[config.mk]
export PLATFORM = sky130hd
export DESIGN_NAME = permutation_cycle_crossover_top_flat
export DESIGN_NICKNAME = d
export VERILOG_FILES = /design/src/hdl/pcx_pkg.sv /design/src/hdl/pcx_if.sv /design/src/hdl/pcx_gene_store.sv /design/src/hdl/permutation_cycle_crossover_top.sv /design/src/flat_wrapper.sv
export SDC_FILE = /design/constraint.sdc
export NUM_CORES = 2
export LEC_CHECK = 0
export BUFFER_PORTS_ARGS = -buffer_cell sky130_fd_sc_hd__buf_4
export CORE_AREA = 10 10 322 324
export DETAILED_ROUTE_END_ITERATION = 6
export DIE_AREA = 0 0 332 334
export PLACE_DENSITY = 0.7
export SYNTH_ARGS = -nofsm -noshare
export SYNTH_HDL_FRONTEND = slang
export SYNTH_SLANG_ARGS = --single-unit
export TNS_END_PERCENT = 20
[constraint.sdc]
create_clock -name clk -period 5.58 [get_ports clk]
set_clock_uncertainty 0.2 [all_clocks]
set_input_delay 0.558 -clock clk [delete_from_list [all_inputs] [get_ports clk]]
set_output_delay 0.558 -clock clk [all_outputs]
set_load 0.005 [all_outputs]
[src/hdl/pcx_pkg.sv]
`default_nettype none

package pcx_pkg;

    localparam int GENE_W        = 6;
    localparam int LEN_W         = 7;
    localparam int GENE_SPAN     = 64;
    localparam int MAX_GENES_DEF = 64;
    localparam int MIN_LEN       = 2;

    localparam logic [LEN_W-1:0] LEN_RESET = 7'd64;

    localparam logic CMD_LOAD  = 1'b0;
    localparam logic CMD_START = 1'b1;

    // one gene pair write into the parent stores
    typedef struct packed {
        logic              en;
        logic [GENE_W-1:0] position;
        logic [GENE_W-1:0] gene_a;
        logic [GENE_W-1:0] gene_b;
    } store_wr_t;

endpackage

`default_nettype wire

[src/hdl/pcx_if.sv]
`default_nettype none

interface pcx_item_if import pcx_pkg::*; ();
    logic              valid;
    logic              ready;
    logic              command;
    logic [GENE_W-1:0] position;
    logic [GENE_W-1:0] gene_a;
    logic [GENE_W-1:0] gene_b;

    modport source (output valid, command, position, gene_a, gene_b, input ready);
    modport sink   (input valid, command, position, gene_a, gene_b, output ready);
endinterface

interface pcx_result_if import pcx_pkg::*; ();
    logic              valid;
    logic              ready;
    logic [GENE_W-1:0] index;
    logic [GENE_W-1:0] child_a;
    logic [GENE_W-1:0] child_b;
    logic              last_gene;

    modport source (output valid, index, child_a, child_b, last_gene, input ready);
    modport sink   (input valid, index, child_a, child_b, last_gene, output ready);
endinterface

`default_nettype wire

[src/hdl/pcx_gene_store.sv]
`default_nettype none

module pcx_gene_store import pcx_pkg::*; #(
    parameter int MAX_GENES = MAX_GENES_DEF
) (
    input  wire logic                           clk,
    input  wire store_wr_t                      wr,
    input  wire logic [$clog2(MAX_GENES)-1:0]   pa_addr,
    input  wire logic [$clog2(MAX_GENES)-1:0]   pb_addr,
    input  wire logic [GENE_W-1:0]              wa_addr,
    output logic      [GENE_W-1:0]              pa_data,
    output logic      [GENE_W-1:0]              pb_data,
    output logic      [$clog2(MAX_GENES)-1:0]   wa_data
);

    localparam int AW    = $clog2(MAX_GENES);
    localparam int DEPTH = 1 << AW;

    logic [GENE_W-1:0] pa_mem [DEPTH];
    logic [GENE_W-1:0] pb_mem [DEPTH];
    logic [AW-1:0]     wa_mem [GENE_SPAN];

    // parent A, parent B, and the inverse map of parent A
    always_ff @(posedge clk)
    begin
        if (wr.en)
        begin
            pa_mem[wr.position[AW-1:0]] <= wr.gene_a;
            pb_mem[wr.position[AW-1:0]] <= wr.gene_b;
            wa_mem[wr.gene_a]           <= wr.position[AW-1:0];
        end
    end

    always_ff @(posedge clk)
    begin
        pa_data <= pa_mem[pa_addr];
        pb_data <= pb_mem[pb_addr];
        wa_data <= wa_mem[wa_addr];
    end

endmodule

`default_nettype wire

[src/hdl/permutation_cycle_crossover_top.sv]
// Load command or ignored start: taken in S_IDLE; loads stream at one transfer per cycle while
// idle. Start: taken in S_IDLE, then per position on the cycle a walk step S_WB, S_WW, S_WA,
// S_CHK (a chain of three registered reads: parent B, inverse map of A, parent A; then the
// check). Emission, when the marked count reaches length/3: length results, each read in S_ERD,
// held in S_EOUT until taken. Reset: marks and count cleared, length 64; gene stores undefined.
`default_nettype none

module permutation_cycle_crossover_top import pcx_pkg::*; #(
    parameter int MAX_GENES = MAX_GENES_DEF
) (
    input  wire logic             clk,
    input  wire logic             rst_n,
    input  wire logic             cfg_write,
    input  wire logic [LEN_W-1:0] cfg_wdata,
    pcx_item_if.sink              item,
    pcx_result_if.source          result
);

    localparam int AW    = $clog2(MAX_GENES);
    localparam int DEPTH = 1 << AW;

    // sequencer states
    localparam logic [2:0] S_IDLE = 3'd0; // take loads and starts
    localparam logic [2:0] S_WB   = 3'd1; // read parent B at current position
    localparam logic [2:0] S_WW   = 3'd2; // look up that gene in parent A's inverse map
    localparam logic [2:0] S_WA   = 3'd3; // read parent A at the candidate
    localparam logic [2:0] S_CHK  = 3'd4; // accept step or end the walk
    localparam logic [2:0] S_ERD  = 3'd5; // read genes for the next result
    localparam logic [2:0] S_EOUT = 3'd6; // result on the port, wait for transfer

    logic [2:0]        state_reg, state_next;
    logic [LEN_W-1:0]  len_reg, len_next;
    logic [LEN_W-1:0]  count_reg, count_next;
    logic [DEPTH-1:0]  marks_reg, marks_next;
    logic [AW-1:0]     x_reg, x_next;
    logic [AW-1:0]     nxt_reg, nxt_next;
    logic [AW-1:0]     idx_reg, idx_next;
    logic [GENE_W-1:0] want_reg, want_next;

    logic [LEN_W-1:0]  len_eff;
    logic [AW-1:0]     pos_a;
    logic              pos_ok;
    logic              step_ok;
    logic              emit_go;
    logic              last;
    logic              mark_out;
    logic [8:0]        thresh;

    store_wr_t         st_wr;
    logic [AW-1:0]     pa_addr, pb_addr;
    logic [GENE_W-1:0] pa_data, pb_data;
    logic [AW-1:0]     wa_data;

    // effective length: register clamped to [MIN_LEN, MAX_GENES]
    always_comb
    begin
        if (len_reg < LEN_W'(MIN_LEN))
            len_eff = LEN_W'(MIN_LEN);
        else if (len_reg > LEN_W'(MAX_GENES))
            len_eff = LEN_W'(MAX_GENES);
        else
            len_eff = len_reg;
    end

    assign pos_a  = item.position[AW-1:0];
    assign pos_ok = LEN_W'(item.position) < len_eff;

    // walk step passes when the candidate is in range, A really holds the gene
    // there, and the candidate is not yet on the cycle
    assign step_ok = (LEN_W'(nxt_reg) < len_eff) && (pa_data == want_reg)
                     && !marks_reg[nxt_reg];

    // count < len/3  <=>  3*(count+1) <= len, so emit when 3*(count+1) > len
    assign thresh  = 9'({count_reg, 1'b0}) + 9'(count_reg) + 9'd3;
    assign emit_go = thresh > 9'(len_eff);

    assign last     = LEN_W'(idx_reg) == (len_eff - LEN_W'(1));
    assign mark_out = marks_reg[idx_reg];

    assign item.ready = (state_reg == S_IDLE);

    assign result.valid     = (state_reg == S_EOUT);
    assign result.index     = GENE_W'(idx_reg);
    assign result.child_a   = mark_out ? pa_data : pb_data;
    assign result.child_b   = mark_out ? pb_data : pa_data;
    assign result.last_gene = last;

    // store write on a load transfer within the length
    always_comb
    begin
        st_wr.en       = item.valid && item.ready && (item.command == CMD_LOAD) && pos_ok;
        st_wr.position = item.position;
        st_wr.gene_a   = item.gene_a;
        st_wr.gene_b   = item.gene_b;
    end

    assign pb_addr = (state_reg == S_WB) ? x_reg : idx_reg;
    assign pa_addr = (state_reg == S_WA) ? wa_data : idx_reg;

    pcx_gene_store #(
        .MAX_GENES (MAX_GENES)
    ) u_store (
        .clk     (clk),
        .wr      (st_wr),
        .pa_addr (pa_addr),
        .pb_addr (pb_addr),
        .wa_addr (pb_data),
        .pa_data (pa_data),
        .pb_data (pb_data),
        .wa_data (wa_data)
    );

    always_comb
    begin
        state_next = state_reg;
        len_next   = len_reg;
        count_next = count_reg;
        marks_next = marks_reg;
        x_next     = x_reg;
        nxt_next   = nxt_reg;
        idx_next   = idx_reg;
        want_next  = want_reg;

        case (state_reg)
            S_IDLE:
            begin
                if (item.valid && item.command == CMD_START && pos_ok && !marks_reg[pos_a])
                begin
                    marks_next[pos_a] = 1'b1;
                    count_next        = count_reg + LEN_W'(1);
                    x_next            = pos_a;
                    state_next        = S_WB;
                end
            end
            S_WB:
            begin
                state_next = S_WW;
            end
            S_WW:
            begin
                want_next  = pb_data;
                state_next = S_WA;
            end
            S_WA:
            begin
                nxt_next   = wa_data;
                state_next = S_CHK;
            end
            S_CHK:
            begin
                if (step_ok)
                begin
                    marks_next[nxt_reg] = 1'b1;
                    count_next          = count_reg + LEN_W'(1);
                    x_next              = nxt_reg;
                    state_next          = S_WB;
                end
                else if (emit_go)
                begin
                    idx_next   = '0;
                    state_next = S_ERD;
                end
                else
                begin
                    state_next = S_IDLE;
                end
            end
            S_ERD:
            begin
                state_next = S_EOUT;
            end
            S_EOUT:
            begin
                if (result.ready)
                begin
                    if (last)
                    begin
                        marks_next = '0;
                        count_next = '0;
                        state_next = S_IDLE;
                    end
                    else
                    begin
                        idx_next   = idx_reg + AW'(1);
                        state_next = S_ERD;
                    end
                end
            end
            default:
            begin
                state_next = S_IDLE;
            end
        endcase

        // length write restarts the marking
        if (cfg_write)
        begin
            len_next   = cfg_wdata;
            marks_next = '0;
            count_next = '0;
        end
    end

    always_ff @(posedge clk or negedge rst_n)
    begin
        if (!rst_n)
        begin
            state_reg <= S_IDLE;
            len_reg   <= LEN_RESET;
            count_reg <= '0;
            marks_reg <= '0;
        end
        else
        begin
            state_reg <= state_next;
            len_reg   <= len_next;
            count_reg <= count_next;
            marks_reg <= marks_next;
        end
    end

    always_ff @(posedge clk)
    begin
        x_reg    <= x_next;
        nxt_reg  <= nxt_next;
        idx_reg  <= idx_next;
        want_reg <= want_next;
    end

`ifndef SYNTHESIS
    // each position counts once, so the count never passes the length
    a_count_bound: assert property (@(posedge clk) disable iff (!rst_n)
        count_reg <= len_eff)
        else $error("marked count above length");

    // the marked count always equals the number of marks
    a_count_marks: assert property (@(posedge clk) disable iff (!rst_n)
        32'(count_reg) == $countones(marks_reg))
        else $error("marked count out of step with marks");

    // after the final result of an offspring the marks are gone
    a_clear_after_last: assert property (@(posedge clk) disable iff (!rst_n)
        (result.valid && result.ready && result.last_gene && !cfg_write)
        |=> (marks_reg == '0) && (count_reg == '0))
        else $error("marks not cleared after last result");

    // no input transfer while a result is offered
    a_no_overlap: assert property (@(posedge clk) disable iff (!rst_n)
        result.valid |-> !item.ready)
        else $error("input taken during emission");
`endif

endmodule

`default_nettype wire

[src/flat_wrapper.sv]
// flat-port wrapper written by rule: the top's interface ports become plain ports
module permutation_cycle_crossover_top_flat import pcx_pkg::*;
#(
    parameter int MAX_GENES = MAX_GENES_DEF
)
  (clk, rst_n, cfg_write, cfg_wdata, item_valid, item_command, item_position, item_gene_a, item_gene_b, item_ready, result_valid, result_index, result_child_a, result_child_b, result_last_gene, result_ready);
  pcx_item_if item_i ();
  pcx_result_if result_i ();
  input  wire logic clk;
  input  wire logic rst_n;
  input  wire logic cfg_write;
  input  wire logic [LEN_W-1:0] cfg_wdata;
  input wire logic [$bits(item_i.valid)-1:0] item_valid;
  input wire logic [$bits(item_i.command)-1:0] item_command;
  input wire logic [$bits(item_i.position)-1:0] item_position;
  input wire logic [$bits(item_i.gene_a)-1:0] item_gene_a;
  input wire logic [$bits(item_i.gene_b)-1:0] item_gene_b;
  output wire logic [$bits(item_i.ready)-1:0] item_ready;
  output wire logic [$bits(result_i.valid)-1:0] result_valid;
  output wire logic [$bits(result_i.index)-1:0] result_index;
  output wire logic [$bits(result_i.child_a)-1:0] result_child_a;
  output wire logic [$bits(result_i.child_b)-1:0] result_child_b;
  output wire logic [$bits(result_i.last_gene)-1:0] result_last_gene;
  input wire logic [$bits(result_i.ready)-1:0] result_ready;
  assign item_i.valid = item_valid;
  assign item_i.command = item_command;
  assign item_i.position = item_position;
  assign item_i.gene_a = item_gene_a;
  assign item_i.gene_b = item_gene_b;
  assign item_ready = item_i.ready;
  assign result_valid = result_i.valid;
  assign result_index = result_i.index;
  assign result_child_a = result_i.child_a;
  assign result_child_b = result_i.child_b;
  assign result_last_gene = result_i.last_gene;
  assign result_i.ready = result_ready;
  permutation_cycle_crossover_top #(.MAX_GENES(MAX_GENES)) u_core (.clk(clk), .rst_n(rst_n), .cfg_write(cfg_write), .cfg_wdata(cfg_wdata), .item(item_i), .result(result_i));
endmodule
==> results.ini <==
[run_status]
status = finished clean

[sta]
hold_viol = 0
setup-tns-final_ps = 0
timing.fmax_mhz = 201.5
rsz0062_at_grt = no
min_period_over_period_pct = 88.94
whs_ps = 55.71
period_minus_slack_ps = 4963
tightest_slew_ps = 1256
maxSlewHeadroom_pct = 16.05
finalMaxSlewViolations = 0
setup_violations = 0

[synthesis]
yosysWarningCount = 0
yosysSeqAreaShare_pct = 71.17
avgSynthCellArea_um2 = 18.68
ys_seq_elements = 1275
async_reset_ff_share_pct = 6.353
syn_area_um2 = 52970
synth_edf_count = 1176
synth.distinct_cells = 76
yosysMostFrequentCell = edfxtp_1
netlist_instances = 2836
synth_nets = 2899
synth.largest_area_cell = edfxtp_1
synth_top_area_share_pct = 66.66
ys_top_cells_by_area = edfxtp_1 67%, mux4_2 15%, dfrtp_1 3.8%, nand2_1 1.3%, nor2_1 1.2%
synth-main-ff-cell = edfxtp_1
synth_common_cells = 1176 x edfxtp_1, 350 x mux4_2, 182 x nand2_1

[critical_path]
cp_max_fo = 13
worstSetupPathType = flop to primary output
critPathArrivalTime_ps = 4200
worstPathRequired_ps = 4820
cp-start-kind = flop
cp-end-kind = primary output

[cts]
cts-root-buf = clkbuf_16
cts_setup_buffers = 0
ctsResizeCount = 0
numCtsBuffers = 121
cts_tree = built
clock_latency_ps = 740
clk_path_buf_depth = 3
path_clk_slew_ps = 70
cts_max_level = 3
cts.sinks = 1275

[drt]
wl_met2_um = 64910
viasPerCell = 6.671
top_layer = met5
drc = 0
drt-initial-drc-count = 3359
ant_nets = 0
wl_um = 136200
num_vias = 29177
wl_per_cell_um = 31.14
drt_first_pass_iters = 6
wl_met1_um = 52420
wl_met3_um = 13020

[place]
place_hpwl_um = 85390
io_buffers = 51
dp_cells = 4135
globalplace.congestion = 0.9280

[pwr]
power_mw = 25.33
powerDensity_nw_per_um2 = 423.9
leakage_nw = 19.59
peakVddDrop_v = 0.0003408

[global_routing]
antenna_found_initial = 3
grt_pass1_wl_um = 202900
grt_overflow_total = 0
first_global_vias = 29780
grt_max_degree = 82
grt_usage_pct = 24.40

[floorplan]
dieWidth_um = 332
dieArea_um2 = 110900
io_pins = 52
rows = 115
fp.coreArea_um2 = 97560
start_util_pct = 54.30
die_h_um = 334

[cells_and_area]
diodes = 0
finish.utilization_pct = 61.24
layout-drive-gt1-share_pct = 25.82
ff_latch_area_um2 = 37710
multi_input_area_um2 = 14450
nNetsFinal = 3046
area_growth_pct = 12.78
fillerInstances = 6763
instances_no_fill = 4374

[min_path]
hold_class = input port to flop

[run]
maxCapViolCount = 0

[cell usage in the layout, fill, tap and decap left out, types with 16 or more instances in the layout]
cell type / count
a211oi_1: 51
ha_1: 32
nor2_1: 167
clkinv_2: 21
o21ai_0: 17
mux2i_1: 29
clkinv_1: 21
a22o_1: 65
dfrtp_1: 80
a22oi_1: 30
inv_1: 17
a21oi_1: 16
and2_1: 51
o22ai_1: 63
clkbuf_1: 16
clkbuf_16: 122
a31oi_1: 53
nand2_1: 182
buf_4: 183
nand3_1: 31
bufinv_16: 21
mux2_2: 22
mux4_2: 350
edfxtp_1: 1176
[cells by family (layout without fill, tap and decap cells)]
group                      Yosys count  count (layout)  synth area share, %
and+or+nand+nor                    535             535                4.733
muxes                              419             419                16.34
DFF                               1275            1275                71.17
adders and majority gates           32              32               0.7558
xor gates and xnor gates            21              21               0.3472
buffers and inverters              198             449                1.724
AOI/OAI and AO/OA                  356             356                4.922
[where the power goes]
| group | internal (mW) | leakage (nW) | switching [mW] | total (mW) |
|---|---|---|---|---|
| clock network | 5.09 | 2.08 | 3.60 | 8.69 |
| registers | 10.6 | 11.8 | 0.526 | 11.1 |
| logic | 2.56 | 5.68 | 2.94 | 5.50 |
[stage by stage]
step	instance area, um2	worst slack, ps
after CTS	59740	604.8
after floorplan	52970	1621
after global routing	59740	506.7
after global placement	55380	1034
final	59740	617.3
after detailed placement	55380	973.4
[worst paths after layout]
check                                          start                           end  slack (ps)  cells past startpoint
setup / recovery              u_core.result.index[1]             result_child_b[2]         620                      6
hold / removal                      item_position[5]   u_core.u_store.wa_mem[3][5]          60                      1
setup reg to reg                   u_core.len_reg[2]  u_core.u_store.wa_mem[16][0]         780                     11
hold reg to reg            u_core.u_store.wa_data[4]             u_core.nxt_reg[4]         280                      0
max in group asynchronous                      rst_n           u_core.marks_reg[6]        4080                      2
min in group asynchronous                      rst_n          u_core.marks_reg[52]         390                      2
[critical path, stage by stage (launching register included)]
cell      delay, ps
edfxtp_1       1000
buf_4           350
mux4_2          380
mux4_2          530
mux4_2          700
mux2_4          370
buf_4           140
[metal layers]
| layer | vias to the layer above | track usage (%) |
|---|---|---|
| li1 | 11960 | - |
| met1 | 15120 | 33.38 |
| met3 | 323 | 4.951 |
| met2 | 1772 | 38.40 |
| met5 | - | 0 |
| met4 | 2 | 9.978 |
[cell type report]
cell class	count	area share, %
multi-input combinational	1363	24.19
sequential	1275	63.12
clock inverter	82	1.734
tap	1287	2.695
timing repair buffer	203	2.769
clock buffer	145	5.372
inverter	19	0.1194
[timing repair]
| action | CTS | global route |
|---|---|---|
| endpoints found under the hold margin | 89 | 0 |
| setup endpoints to repair | 0 | 0 |
| hold buffers | 12 | 0 |
No activity file was read; power rests on OpenSTA's default activity.
